### config.mk
export PLATFORM = sky130hd
export DESIGN_NAME = elias_gamma_delta_bit_writer_unit
export DESIGN_NICKNAME = d
export VERILOG_FILES = /design/src/ebw_pkg.sv /design/src/elias_gamma_delta_bit_writer_unit.sv /design/src/ebw_msb_finder.sv /design/src/ebw_sequencer.sv /design/src/ebw_datapath.sv
export VERILOG_INCLUDE_DIRS = /design/src /design/src/src
export SDC_FILE = /design/constraint.sdc
export NUM_CORES = 1
export LEC_CHECK = 0
export BUFFER_PORTS_ARGS = -buffer_cell sky130_fd_sc_hd__buf_2
export CORE_UTILIZATION = 61
export DETAILED_ROUTE_END_ITERATION = 10
export PLACE_DENSITY = 0.81
export SLEW_MARGIN = 20
export SYNTH_ARGS = -nofsm -noshare
export SYNTH_HDL_FRONTEND = slang
export SYNTH_SLANG_ARGS = --single-unit
### constraint.sdc
create_clock -name clk -period 8.5 [get_ports clk]
set_input_delay 0.85 -clock clk [delete_from_list [all_inputs] [get_ports clk]]
set_output_delay 0.85 -clock clk [all_outputs]
set_load 0.01 [all_outputs]
### src/elias_gamma_delta_bit_writer_unit_macros.svh
// Assertion macros for the bit writer RTL.
// No dependencies; included by files that carry concurrent assertions.
`ifndef ELIAS_GAMMA_DELTA_BIT_WRITER_UNIT_MACROS_SVH
`define ELIAS_GAMMA_DELTA_BIT_WRITER_UNIT_MACROS_SVH

// Same-cycle implication, disabled while reset is asserted.
`define EBW_ASSERT_IMP(lbl, clk_s, rst_s, ante, cons) \
    lbl: assert property (@(posedge clk_s) disable iff (!rst_s) (ante) |-> (cons)) \
        else $error("bit writer assertion failed");

// Next-cycle implication, disabled while reset is asserted.
`define EBW_ASSERT_NXT(lbl, clk_s, rst_s, ante, cons) \
    lbl: assert property (@(posedge clk_s) disable iff (!rst_s) (ante) |=> (cons)) \
        else $error("bit writer assertion failed");

`endif

### src/ebw_pkg.sv
// Package for the bit writer: widths, command codes, microcode layout and the control store.
// No dependencies; imported by every module of the block.
package ebw_pkg;

    localparam int unsigned CmdW       = 3;
    localparam int unsigned ValueW     = 63;
    localparam int unsigned NbW        = 7;
    localparam int unsigned ByteW      = 8;
    localparam int unsigned PcW        = 5;
    localparam int unsigned CntW       = 9;
    localparam int unsigned WordW      = 64;
    localparam int unsigned GroupW     = 16;
    localparam int unsigned GroupCnt   = WordW / GroupW;
    localparam int unsigned GroupIdxW  = $clog2(GroupCnt);
    localparam int unsigned MsbW       = $clog2(WordW);
    localparam int unsigned MaxUnary   = 256;
    localparam int unsigned MaxBinBits = 64;

    localparam logic [CmdW-1:0] CMD_UNARY  = 3'd0;
    localparam logic [CmdW-1:0] CMD_BINARY = 3'd1;
    localparam logic [CmdW-1:0] CMD_GAMMA  = 3'd2;
    localparam logic [CmdW-1:0] CMD_DELTA  = 3'd3;
    localparam logic [CmdW-1:0] CMD_BIT    = 3'd4;
    localparam logic [CmdW-1:0] CMD_FLUSH  = 3'd5;

    localparam logic [PcW-1:0] PC_U0  = 5'd0;
    localparam logic [PcW-1:0] PC_U1  = 5'd1;
    localparam logic [PcW-1:0] PC_U2  = 5'd2;
    localparam logic [PcW-1:0] PC_B0  = 5'd3;
    localparam logic [PcW-1:0] PC_B1  = 5'd4;
    localparam logic [PcW-1:0] PC_B2  = 5'd5;
    localparam logic [PcW-1:0] PC_G0  = 5'd6;
    localparam logic [PcW-1:0] PC_G1  = 5'd7;
    localparam logic [PcW-1:0] PC_G2  = 5'd8;
    localparam logic [PcW-1:0] PC_G3  = 5'd9;
    localparam logic [PcW-1:0] PC_G4  = 5'd10;
    localparam logic [PcW-1:0] PC_D0  = 5'd11;
    localparam logic [PcW-1:0] PC_D1  = 5'd12;
    localparam logic [PcW-1:0] PC_D2  = 5'd13;
    localparam logic [PcW-1:0] PC_D3  = 5'd14;
    localparam logic [PcW-1:0] PC_D4  = 5'd15;
    localparam logic [PcW-1:0] PC_D5  = 5'd16;
    localparam logic [PcW-1:0] PC_S0  = 5'd17;
    localparam logic [PcW-1:0] PC_F0  = 5'd18;
    localparam logic [PcW-1:0] PC_END = 5'd19;
    localparam logic [PcW-1:0] PC_ERR = 5'd20;

    typedef enum logic [2:0] {
        SK_NOP,
        SK_FIND,
        SK_SEG,
        SK_END,
        SK_ERR
    } step_kind_t;

    typedef enum logic [1:0] {
        SRC_ZERO,
        SRC_ONE,
        SRC_VALUE,
        SRC_KP1
    } src_sel_t;

    typedef enum logic [2:0] {
        CNT_UNARY,
        CNT_NB,
        CNT_K,
        CNT_J,
        CNT_ONE,
        CNT_PAD
    } cnt_sel_t;

    typedef enum logic [2:0] {
        CD_NEXT,
        CD_GOTO,
        CD_BAD_UNARY,
        CD_BAD_BINARY,
        CD_ZERO_VALUE
    } cond_t;

    typedef struct packed {
        step_kind_t       kind;
        src_sel_t         src;
        cnt_sel_t         cnt;
        cond_t            cond;
        logic [PcW-1:0]   target;
    } ucode_t;

    typedef struct packed {
        logic       busy;
        logic       accept;
        logic       first;
        step_kind_t kind;
        src_sel_t   src;
        cnt_sel_t   cnt;
    } dp_ctl_t;

    typedef struct packed {
        logic done;
        logic bad_unary;
        logic bad_binary;
        logic value_zero;
    } dp_stat_t;

    function automatic logic [PcW-1:0] ebw_entry(input logic [CmdW-1:0] cmd);
        logic [PcW-1:0] pc;
        case (cmd)
            CMD_UNARY:  pc = PC_U0;
            CMD_BINARY: pc = PC_B0;
            CMD_GAMMA:  pc = PC_G0;
            CMD_DELTA:  pc = PC_D0;
            CMD_BIT:    pc = PC_S0;
            CMD_FLUSH:  pc = PC_F0;
            default:    pc = PC_ERR;
        endcase
        return pc;
    endfunction

    function automatic ucode_t ebw_ucode(input logic [PcW-1:0] pc);
        ucode_t w;
        case (pc)
            PC_U0:   w = '{SK_NOP,  SRC_ZERO,  CNT_ONE,   CD_BAD_UNARY,  PC_ERR};
            PC_U1:   w = '{SK_SEG,  SRC_ZERO,  CNT_UNARY, CD_NEXT,       PC_END};
            PC_U2:   w = '{SK_SEG,  SRC_ONE,   CNT_ONE,   CD_GOTO,       PC_END};
            PC_B0:   w = '{SK_FIND, SRC_ZERO,  CNT_ONE,   CD_NEXT,       PC_END};
            PC_B1:   w = '{SK_NOP,  SRC_ZERO,  CNT_ONE,   CD_BAD_BINARY, PC_ERR};
            PC_B2:   w = '{SK_SEG,  SRC_VALUE, CNT_NB,    CD_GOTO,       PC_END};
            PC_G0:   w = '{SK_NOP,  SRC_ZERO,  CNT_ONE,   CD_ZERO_VALUE, PC_ERR};
            PC_G1:   w = '{SK_FIND, SRC_ZERO,  CNT_ONE,   CD_NEXT,       PC_END};
            PC_G2:   w = '{SK_SEG,  SRC_ZERO,  CNT_K,     CD_NEXT,       PC_END};
            PC_G3:   w = '{SK_SEG,  SRC_ONE,   CNT_ONE,   CD_NEXT,       PC_END};
            PC_G4:   w = '{SK_SEG,  SRC_VALUE, CNT_K,     CD_GOTO,       PC_END};
            PC_D0:   w = '{SK_NOP,  SRC_ZERO,  CNT_ONE,   CD_ZERO_VALUE, PC_ERR};
            PC_D1:   w = '{SK_FIND, SRC_ZERO,  CNT_ONE,   CD_NEXT,       PC_END};
            PC_D2:   w = '{SK_SEG,  SRC_ZERO,  CNT_J,     CD_NEXT,       PC_END};
            PC_D3:   w = '{SK_SEG,  SRC_ONE,   CNT_ONE,   CD_NEXT,       PC_END};
            PC_D4:   w = '{SK_SEG,  SRC_KP1,   CNT_J,     CD_NEXT,       PC_END};
            PC_D5:   w = '{SK_SEG,  SRC_VALUE, CNT_K,     CD_GOTO,       PC_END};
            PC_S0:   w = '{SK_SEG,  SRC_VALUE, CNT_ONE,   CD_GOTO,       PC_END};
            PC_F0:   w = '{SK_SEG,  SRC_ZERO,  CNT_PAD,   CD_GOTO,       PC_END};
            PC_ERR:  w = '{SK_ERR,  SRC_ZERO,  CNT_ONE,   CD_NEXT,       PC_END};
            default: w = '{SK_END,  SRC_ZERO,  CNT_ONE,   CD_NEXT,       PC_END};
        endcase
        return w;
    endfunction

    function automatic logic [$clog2(GroupW)-1:0] ebw_msb16(input logic [GroupW-1:0] v);
        logic [$clog2(GroupW)-1:0] p;
        p = '0;
        for (int i = 0; i < GroupW; i++) begin
            if (v[i]) begin
                p = ($clog2(GroupW))'(i);
            end
        end
        return p;
    endfunction

endpackage

### src/elias_gamma_delta_bit_writer_unit.sv
// Top level of the MSB-first bit writer with unary, binary, Elias gamma and delta codes.
// Depends on ebw_pkg, ebw_sequencer and ebw_datapath.
//
//  Group  Dir  Signals                          Contents
//  s_*    in   s_tvalid s_tready s_tdata s_tuser  one command beat
//  m_*    out  m_tvalid m_tready m_tdata m_tuser  one packed byte or error beat, m_tlast
//
// One command is worked at a time; s_tready is high only while the sequencer is idle.
// Each command runs as a sequence of microcode steps; a bit field step packs its field in pieces
// that end on a byte boundary or at the end of the field, and the leading-one search scans the
// value one 16-bit group at a time from the top.
// Every finished byte waits in a hold register so that the final one of a command can
// carry m_tlast; a stalled m_tready pauses the field shifter without losing bits.
// Reset clears the pending bits and leaves the block idle with no output beat.
module elias_gamma_delta_bit_writer_unit import ebw_pkg::*;
(
    input  logic        clk,
    input  logic        rst_n,
    input  logic        s_tvalid,
    output logic        s_tready,
    input  logic [71:0] s_tdata,   // value [62:0], num_bits [69:63], zero pad [71:70]
    input  logic [2:0]  s_tuser,   // cmd [2:0]
    output logic        m_tvalid,
    input  logic        m_tready,
    output logic [7:0]  m_tdata,   // out_byte [7:0]
    output logic        m_tuser,   // error [0]
    output logic        m_tlast
);

    dp_ctl_t  ctl;
    dp_stat_t stat;

    ebw_sequencer u_seq
    (
        .clk      (clk),
        .rst_n    (rst_n),
        .s_tvalid (s_tvalid),
        .cmd      (s_tuser),
        .s_tready (s_tready),
        .stat     (stat),
        .ctl      (ctl)
    );

    ebw_datapath u_dp
    (
        .clk      (clk),
        .rst_n    (rst_n),
        .ctl      (ctl),
        .value    (s_tdata[ValueW-1:0]),
        .num_bits (s_tdata[ValueW +: NbW]),
        .stat     (stat),
        .m_tvalid (m_tvalid),
        .m_tready (m_tready),
        .m_tdata  (m_tdata),
        .m_tuser  (m_tuser),
        .m_tlast  (m_tlast)
    );

endmodule

### src/ebw_msb_finder.sv
// Leading-one search over the value word, one 16-bit group per cycle from the top.
// Depends on ebw_pkg.
module ebw_msb_finder import ebw_pkg::*;
(
    input  logic              clk,
    input  logic              rst_n,
    input  logic              start,
    input  logic [ValueW-1:0] value,
    output logic              done,
    output logic [MsbW-1:0]   msb
);

    logic                 busy_reg, busy_next;
    logic [GroupIdxW-1:0] group_reg, group_next;
    logic [MsbW-1:0]      msb_reg, msb_next;
    logic [WordW-1:0]     word;
    logic [GroupW-1:0]    grp;
    logic                 hit;

    assign word = {{(WordW - ValueW){1'b0}}, value};
    assign grp  = word[group_reg * GroupW +: GroupW];
    assign hit  = busy_reg && ((grp != '0) || (group_reg == '0));
    assign done = hit;
    assign msb  = msb_reg;

    always_comb
    begin
        busy_next  = busy_reg;
        group_next = group_reg;
        msb_next   = msb_reg;
        if (start)
        begin
            busy_next  = 1'b1;
            group_next = GroupIdxW'(GroupCnt - 1);
        end
        else if (hit)
        begin
            busy_next = 1'b0;
            msb_next  = {group_reg, ebw_msb16(grp)};
        end
        else if (busy_reg)
        begin
            group_next = group_reg - 1'b1;
        end
    end

    always_ff @(posedge clk or negedge rst_n)
    begin
        if (!rst_n)
        begin
            busy_reg  <= 1'b0;
            group_reg <= '0;
            msb_reg   <= '0;
        end
        else
        begin
            busy_reg  <= busy_next;
            group_reg <= group_next;
            msb_reg   <= msb_next;
        end
    end

endmodule

### src/ebw_sequencer.sv
// Microcode sequencer: step counter, control store lookup and conditional jumps.
// Depends on ebw_pkg.
module ebw_sequencer import ebw_pkg::*;
(
    input  logic            clk,
    input  logic            rst_n,
    input  logic            s_tvalid,
    input  logic [CmdW-1:0] cmd,
    output logic            s_tready,
    input  dp_stat_t        stat,
    output dp_ctl_t         ctl
);

    logic [PcW-1:0] pc_reg, pc_next;
    logic           busy_reg, busy_next;
    logic           first_reg, first_next;
    ucode_t         word;
    logic           accept;
    logic           cond_hit;
    logic           finishing;

    assign word      = ebw_ucode(pc_reg);
    assign s_tready  = !busy_reg;
    assign accept    = s_tvalid && !busy_reg;
    assign finishing = (word.kind == SK_END) || (word.kind == SK_ERR);

    always_comb
    begin
        case (word.cond)
            CD_NEXT:       cond_hit = 1'b0;
            CD_GOTO:       cond_hit = 1'b1;
            CD_BAD_UNARY:  cond_hit = stat.bad_unary;
            CD_BAD_BINARY: cond_hit = stat.bad_binary;
            CD_ZERO_VALUE: cond_hit = stat.value_zero;
            default:       cond_hit = 1'b0;
        endcase
    end

    always_comb
    begin
        pc_next    = pc_reg;
        busy_next  = busy_reg;
        first_next = 1'b0;
        if (!busy_reg)
        begin
            if (s_tvalid)
            begin
                pc_next    = ebw_entry(cmd);
                busy_next  = 1'b1;
                first_next = 1'b1;
            end
        end
        else if (stat.done)
        begin
            if (finishing)
            begin
                busy_next = 1'b0;
            end
            else
            begin
                pc_next    = cond_hit ? word.target : pc_reg + 1'b1;
                first_next = 1'b1;
            end
        end
    end

    assign ctl.busy   = busy_reg;
    assign ctl.accept = accept;
    assign ctl.first  = first_reg;
    assign ctl.kind   = word.kind;
    assign ctl.src    = word.src;
    assign ctl.cnt    = word.cnt;

    always_ff @(posedge clk or negedge rst_n)
    begin
        if (!rst_n)
        begin
            pc_reg    <= PC_END;
            busy_reg  <= 1'b0;
            first_reg <= 1'b0;
        end
        else
        begin
            pc_reg    <= pc_next;
            busy_reg  <= busy_next;
            first_reg <= first_next;
        end
    end

endmodule

### src/ebw_datapath.sv
// Datapath: operand registers, bit field shifter, byte accumulator, hold byte and output stage.
// Depends on ebw_pkg, ebw_msb_finder and the assertion macro header.
`include "elias_gamma_delta_bit_writer_unit_macros.svh"

module ebw_datapath import ebw_pkg::*;
(
    input  logic              clk,
    input  logic              rst_n,
    input  dp_ctl_t           ctl,
    input  logic [ValueW-1:0] value,
    input  logic [NbW-1:0]    num_bits,
    output dp_stat_t          stat,
    output logic              m_tvalid,
    input  logic              m_tready,
    output logic [ByteW-1:0]  m_tdata,
    output logic              m_tuser,
    output logic              m_tlast
);

    logic [ValueW-1:0] value_reg, value_next;
    logic [NbW-1:0]    nb_reg, nb_next;
    logic [ByteW-1:0]  acc_reg, acc_next;
    logic [2:0]        cnt_reg, cnt_next;
    logic [CntW-1:0]   rem_reg, rem_next;
    logic [WordW-1:0]  sr_reg, sr_next;
    logic [ByteW-1:0]  hold_reg, hold_next;
    logic              hold_valid_reg, hold_valid_next;
    logic              m_tvalid_reg, m_tvalid_next;
    logic [ByteW-1:0]  m_tdata_reg, m_tdata_next;
    logic              m_tuser_reg, m_tuser_next;
    logic              m_tlast_reg, m_tlast_next;

    logic              find_start;
    logic              find_done;
    logic [MsbW-1:0]   k;
    logic [MsbW-1:0]   kp1;
    logic [2:0]        j;
    logic [CntW-1:0]   seg_count;
    logic [WordW-1:0]  seg_src;
    logic [3:0]        free;
    logic [3:0]        take;
    logic [CntW-1:0]   sh;
    logic [WordW-1:0]  shv;
    logic [ByteW-1:0]  mask;
    logic [ByteW-1:0]  chunk;
    logic [ByteW-1:0]  acc_new;
    logic [3:0]        cnt_sum;
    logic              full;
    logic              out_free;
    logic              seg_run;
    logic              seg_stall;
    logic              last_chunk;
    logic              step_done;

    assign find_start = ctl.busy && ctl.first && (ctl.kind == SK_FIND);

    ebw_msb_finder u_finder
    (
        .clk   (clk),
        .rst_n (rst_n),
        .start (find_start),
        .value (value_reg),
        .done  (find_done),
        .msb   (k)
    );

    assign kp1 = k + 1'b1;
    assign j   = 3'(ebw_msb16(GroupW'(kp1)));

    always_comb
    begin
        case (ctl.cnt)
            CNT_UNARY: seg_count = value_reg[CntW-1:0] - 1'b1;
            CNT_NB:    seg_count = CntW'(nb_reg);
            CNT_K:     seg_count = CntW'(k);
            CNT_J:     seg_count = CntW'(j);
            CNT_ONE:   seg_count = CntW'(1);
            CNT_PAD:   seg_count = (cnt_reg == '0) ? '0 : CntW'(4'd8 - {1'b0, cnt_reg});
            default:   seg_count = '0;
        endcase
    end

    always_comb
    begin
        case (ctl.src)
            SRC_ZERO:  seg_src = '0;
            SRC_ONE:   seg_src = WordW'(1);
            SRC_VALUE: seg_src = WordW'(value_reg);
            SRC_KP1:   seg_src = WordW'(kp1);
            default:   seg_src = '0;
        endcase
    end

    assign free       = 4'd8 - {1'b0, cnt_reg};
    assign take       = (rem_reg < CntW'(free)) ? rem_reg[3:0] : free;
    assign sh         = rem_reg - CntW'(take);
    assign shv        = sr_reg >> sh[MsbW-1:0];
    assign mask       = ByteW'((16'd1 << take) - 16'd1);
    assign chunk      = shv[ByteW-1:0] & mask;
    assign acc_new    = ByteW'((16'(acc_reg) << take) | 16'(chunk));
    assign cnt_sum    = {1'b0, cnt_reg} + take;
    assign full       = (cnt_sum == 4'd8);
    assign out_free   = !m_tvalid_reg || m_tready;
    assign seg_run    = ctl.busy && (ctl.kind == SK_SEG) && !ctl.first;
    assign seg_stall  = seg_run && full && hold_valid_reg && !out_free;
    assign last_chunk = (rem_reg == CntW'(take));

    assign stat.bad_unary  = (value_reg == '0) || (value_reg > ValueW'(MaxUnary));
    assign stat.bad_binary = (nb_reg == '0) || (nb_reg > NbW'(MaxBinBits))
                             || (NbW'(k) >= nb_reg);
    assign stat.value_zero = (value_reg == '0);
    assign stat.done       = step_done;

    always_comb
    begin
        case (ctl.kind)
            SK_NOP:  step_done = 1'b1;
            SK_FIND: step_done = find_done;
            SK_SEG:  step_done = ctl.first ? (seg_count == '0) : (!seg_stall && last_chunk);
            SK_END:  step_done = !hold_valid_reg || out_free;
            SK_ERR:  step_done = out_free;
            default: step_done = 1'b1;
        endcase
    end

    always_comb
    begin
        value_next      = value_reg;
        nb_next         = nb_reg;
        acc_next        = acc_reg;
        cnt_next        = cnt_reg;
        rem_next        = rem_reg;
        sr_next         = sr_reg;
        hold_next       = hold_reg;
        hold_valid_next = hold_valid_reg;
        m_tvalid_next   = m_tvalid_reg;
        m_tdata_next    = m_tdata_reg;
        m_tuser_next    = m_tuser_reg;
        m_tlast_next    = m_tlast_reg;

        if (m_tvalid_reg && m_tready)
        begin
            m_tvalid_next = 1'b0;
        end

        if (ctl.accept)
        begin
            value_next = value;
            nb_next    = num_bits;
        end

        if (ctl.busy)
        begin
            case (ctl.kind)
                SK_SEG:
                begin
                    if (ctl.first)
                    begin
                        rem_next = seg_count;
                        sr_next  = seg_src;
                    end
                    else if (!seg_stall)
                    begin
                        rem_next = rem_reg - CntW'(take);
                        if (full)
                        begin
                            acc_next = '0;
                            cnt_next = '0;
                            if (hold_valid_reg)
                            begin
                                m_tvalid_next = 1'b1;
                                m_tdata_next  = hold_reg;
                                m_tuser_next  = 1'b0;
                                m_tlast_next  = 1'b0;
                            end
                            hold_next       = acc_new;
                            hold_valid_next = 1'b1;
                        end
                        else
                        begin
                            acc_next = acc_new;
                            cnt_next = cnt_sum[2:0];
                        end
                    end
                end
                SK_END:
                begin
                    if (hold_valid_reg && out_free)
                    begin
                        m_tvalid_next   = 1'b1;
                        m_tdata_next    = hold_reg;
                        m_tuser_next    = 1'b0;
                        m_tlast_next    = 1'b1;
                        hold_valid_next = 1'b0;
                    end
                end
                SK_ERR:
                begin
                    if (out_free)
                    begin
                        m_tvalid_next = 1'b1;
                        m_tdata_next  = '0;
                        m_tuser_next  = 1'b1;
                        m_tlast_next  = 1'b1;
                    end
                end
                default:
                begin
                end
            endcase
        end
    end

    always_ff @(posedge clk or negedge rst_n)
    begin
        if (!rst_n)
        begin
            acc_reg        <= '0;
            cnt_reg        <= '0;
            hold_valid_reg <= 1'b0;
            m_tvalid_reg   <= 1'b0;
        end
        else
        begin
            acc_reg        <= acc_next;
            cnt_reg        <= cnt_next;
            hold_valid_reg <= hold_valid_next;
            m_tvalid_reg   <= m_tvalid_next;
        end
    end

    always_ff @(posedge clk)
    begin
        value_reg   <= value_next;
        nb_reg      <= nb_next;
        rem_reg     <= rem_next;
        sr_reg      <= sr_next;
        hold_reg    <= hold_next;
        m_tdata_reg <= m_tdata_next;
        m_tuser_reg <= m_tuser_next;
        m_tlast_reg <= m_tlast_next;
    end

    assign m_tvalid = m_tvalid_reg;
    assign m_tdata  = m_tdata_reg;
    assign m_tuser  = m_tuser_reg;
    assign m_tlast  = m_tlast_reg;

    `EBW_ASSERT_IMP(a_err_beat, clk, rst_n, m_tvalid_reg && m_tuser_reg, m_tlast_reg && (m_tdata_reg == '0))
    `EBW_ASSERT_IMP(a_idle_no_hold, clk, rst_n, !ctl.busy, !hold_valid_reg)
    `EBW_ASSERT_IMP(a_seg_has_bits, clk, rst_n, seg_run, rem_reg != '0)
    `EBW_ASSERT_NXT(a_stall_holds, clk, rst_n, seg_stall, $stable(acc_reg) && $stable(rem_reg))

endmodule

==> impl_metrics.ini <==
[layout]
final_nets = 1286
multi_input_area_mm2 = 0.00622
syn2layout_area_growth_pct = 10.7
regArea_mm2 = 0.00554
nFillCells = 1429
n_antenna_cell = 0
final_layout_size_suffix_gt1_share_pct = 19.7

[sta]
rsz0062_at_grt = false
relSlewSlack_pct = 32.1
drv_slew = 0
tns_ns = 0
hold_violations = 0
setup_violations = 0
fin_skew_ns = 0.0191
min_period_ns = 7.16
tightest_slew_ns = 1.01
max_freq_mhz = 140
post-route-period-util_pct = 84.2

[clock_tree]
clk_pin_slew_ns = 0.08
postCtsSetupBuffers = 0
cts_sinks = 189
cts_resized = 0
cts_tree = built
clockBufferDepth = 2
cts-root-buf = clkbuf_16
h-tree-depth = 4
cts_buffers = 17
clk_latency_ns = 0.44
cts_hold_buffers = 0

[setup_path]
crit_fanout = 38
cp-start-kind = flip-flop
cp-end-kind = flip-flop
regToRegSetupSlack_ns = 1.34
path_delay_family = adder cells
worst-setup-path-type = flip-flop to flip-flop
slowest_stage = fa_4
max_stage_delay_ns = 1.15
cp.buffers_inverters = 4
rr_worst_depth = 20
path_cells = inv_1 -> ha_1 -> ha_1 -> inv_1 -> ha_1 -> a21oi_1 -> o21ai_0 -> a21oi_1 -> mux2i_1 -> inv_1 -> ha_2 -> fa_4 -> buf_4 -> mux2_2 -> o21ai_0 -> mux2i_1 -> mux4_2 -> mux2i_1 -> o2bb2ai_1 -> a22o_1
crit_arrival_ns = 7.48
critPathRequiredTime_ns = 8.83
crit_cells = 20

[global_route]
grt.total_usage_pct = 30.3
grt_pass1_wl_mm = 46.5
grt_antenna_before_repair = 0
grt_remaining_overflow = 0
grt_max_degree = 76
grt_pass1_vias = 8581

[floorplan]
num_io_pins = 91
start_util_pct = 62.2
row_count = 51
fp.dieW_um = 143
die_h_um = 143
core_mm2 = 0.0195
die_area_mm2 = 0.0204

[placement]
io_buffers = 88
hpwl_mm = 22.1
globalplace.congestion = 0.957

[synth]
synth_nets = 1225
synth-edff-count = 160
synthSimpleGateAreaFrac_pct = 16.2
synth_top_family_by_area = multiplexers
yosys_register_bits = 189
async_flop_share_pct = 15.3
synth-compound-area-share_pct = 12.1
synthAdderAreaFrac_pct = 3.43
synth-xor-area-share_pct = 1.52
syn_area_mm2 = 0.0121
synthFlopType = edfxtp_1
netlist_instances = 1114
synthMuxAreaShare_pct = 17.7
ys_warn_count = 0
ys_types = 81
synth_area_per_cell_um2 = 10.9
yosysSeqAreaShare_pct = 45.7

[routing]
drc = 0
routedWlPerCell_um = 20.4
first_pass_iters = 5
drt-initial-drc-count = 1032
drtAntennaViolNets = 0
wirelength_mm = 29.6
num_vias = 9260
via_per_inst = 6.37

[outcome]
status = finished, final reports clean

[job]
max-cap-violations = 0

[worst_hold_path]
hold_path.class = primary input to async pin
layout make-up:
cell class	count	share of cell area, %
clock buffers	18	3.20
clock inverters	14	1.27
inverters	44	1.23
multi-input cells	821	46.4
flip-flops and latches	189	41.3
well taps	265	2.47
repair buffers	102	4.07
cell usage after synthesis (all sizes together) (9+ instances only):
cell type | number | area [um2]
edfxtp | 160 | 4800
nand2 | 113 | 424
mux2i | 81 | 811
nor2 | 81 | 304
and2 | 75 | 469
o21ai | 62 | 322
a21oi | 46 | 230
clkbuf | 45 | 169
inv | 42 | 158
mux4 | 41 | 931
mux2 | 36 | 405
ha | 30 | 375
dfrtp | 26 | 651
nor4 | 23 | 156
nor3 | 21 | 105
a211oi | 16 | 120
buf | 15 | 68.8
nand3 | 15 | 75.1
nor2b | 14 | 87.6
xnor2 | 13 | 114
a31oi | 12 | 75.1
nand4 | 9 | 56.3
through the flow:
step / area [um2] / hold WS, ns / utilization (%) / std cells / setup WS (ns)
after detailed placement: 12800 / 0.487 / 65.8 / 1421 / 1.45
after global routing: 13400 / 0.513 / 68.9 / 1453 / 0.793
after global placement: 12800 / 0.478 / 65.7 / 1421 / 1.54
final: 13400 / 0.480 / 68.9 / 1453 / 1.34
after CTS: 13400 / 0.491 / 68.9 / 1453 / 1.40
after floorplan: 12100 / 0.455 / - / 1114 / 2.60
path summary, 6_finish.rpt:
path | startpoint | end
max | u_dp.cnt_reg[0] | u_dp.acc_reg[2]
min | rst_n | u_dp.acc_reg[4]
max reg2reg | u_dp.cnt_reg[0] | u_dp.acc_reg[2]
min reg2reg | u_dp.acc_reg[6] | u_dp.acc_reg[6]
max in group asynchronous | rst_n | u_dp.u_finder.group_reg[1]
min in group clk | u_dp.acc_reg[6] | u_dp.acc_reg[6]
cell families after synthesis:
kind of cell | Yosys count
xor+xnor | 21
fa+ha+maj | 32
flops | 189
buf+inv | 104
simple gates | 388
mux | 158
compound gates | 222
layout by cell type (no fill, tap or decap), types with 29 or more instances in the layout:
cell,count
o21ai_0,59
mux2i_1,80
edfxtp_1,160
inv_1,41
nor2_1,79
and2_1,74
mux2_2,35
ha_1,29
mux4_2,39
a21oi_1,45
nand2_1,113
buf_2,88
worst reg2reg max path: stages (launching register included):
cell,delay (ns)
dfrtp_1,0.46
inv_1,0.13
ha_1,0.22
ha_1,0.36
inv_1,0.07
ha_1,0.29
a21oi_1,0.13
o21ai_0,0.14
a21oi_1,0.40
mux2i_1,0.66
inv_1,0.43
ha_2,0.32
fa_4,1.15
buf_4,0.39
mux2_2,0.38
o21ai_0,0.32
mux2i_1,0.14
mux4_2,0.47
mux2i_1,0.22
o2bb2ai_1,0.15
a22o_1,0.22
routing by layer:
layer	share of wire (%)	vias up	track usage, %	wire, um
met3	7.6	76	4.66	2250
met5	0	-	0	0
li1	-	4304	-	-
met4	3.4	0	12.4	1010
met1	44	4399	43.3	12900
met2	45	481	46.3	13400
Power is not shown: default switching activity piles up to over one toggle a cycle in this logic, so the estimate is an artifact.
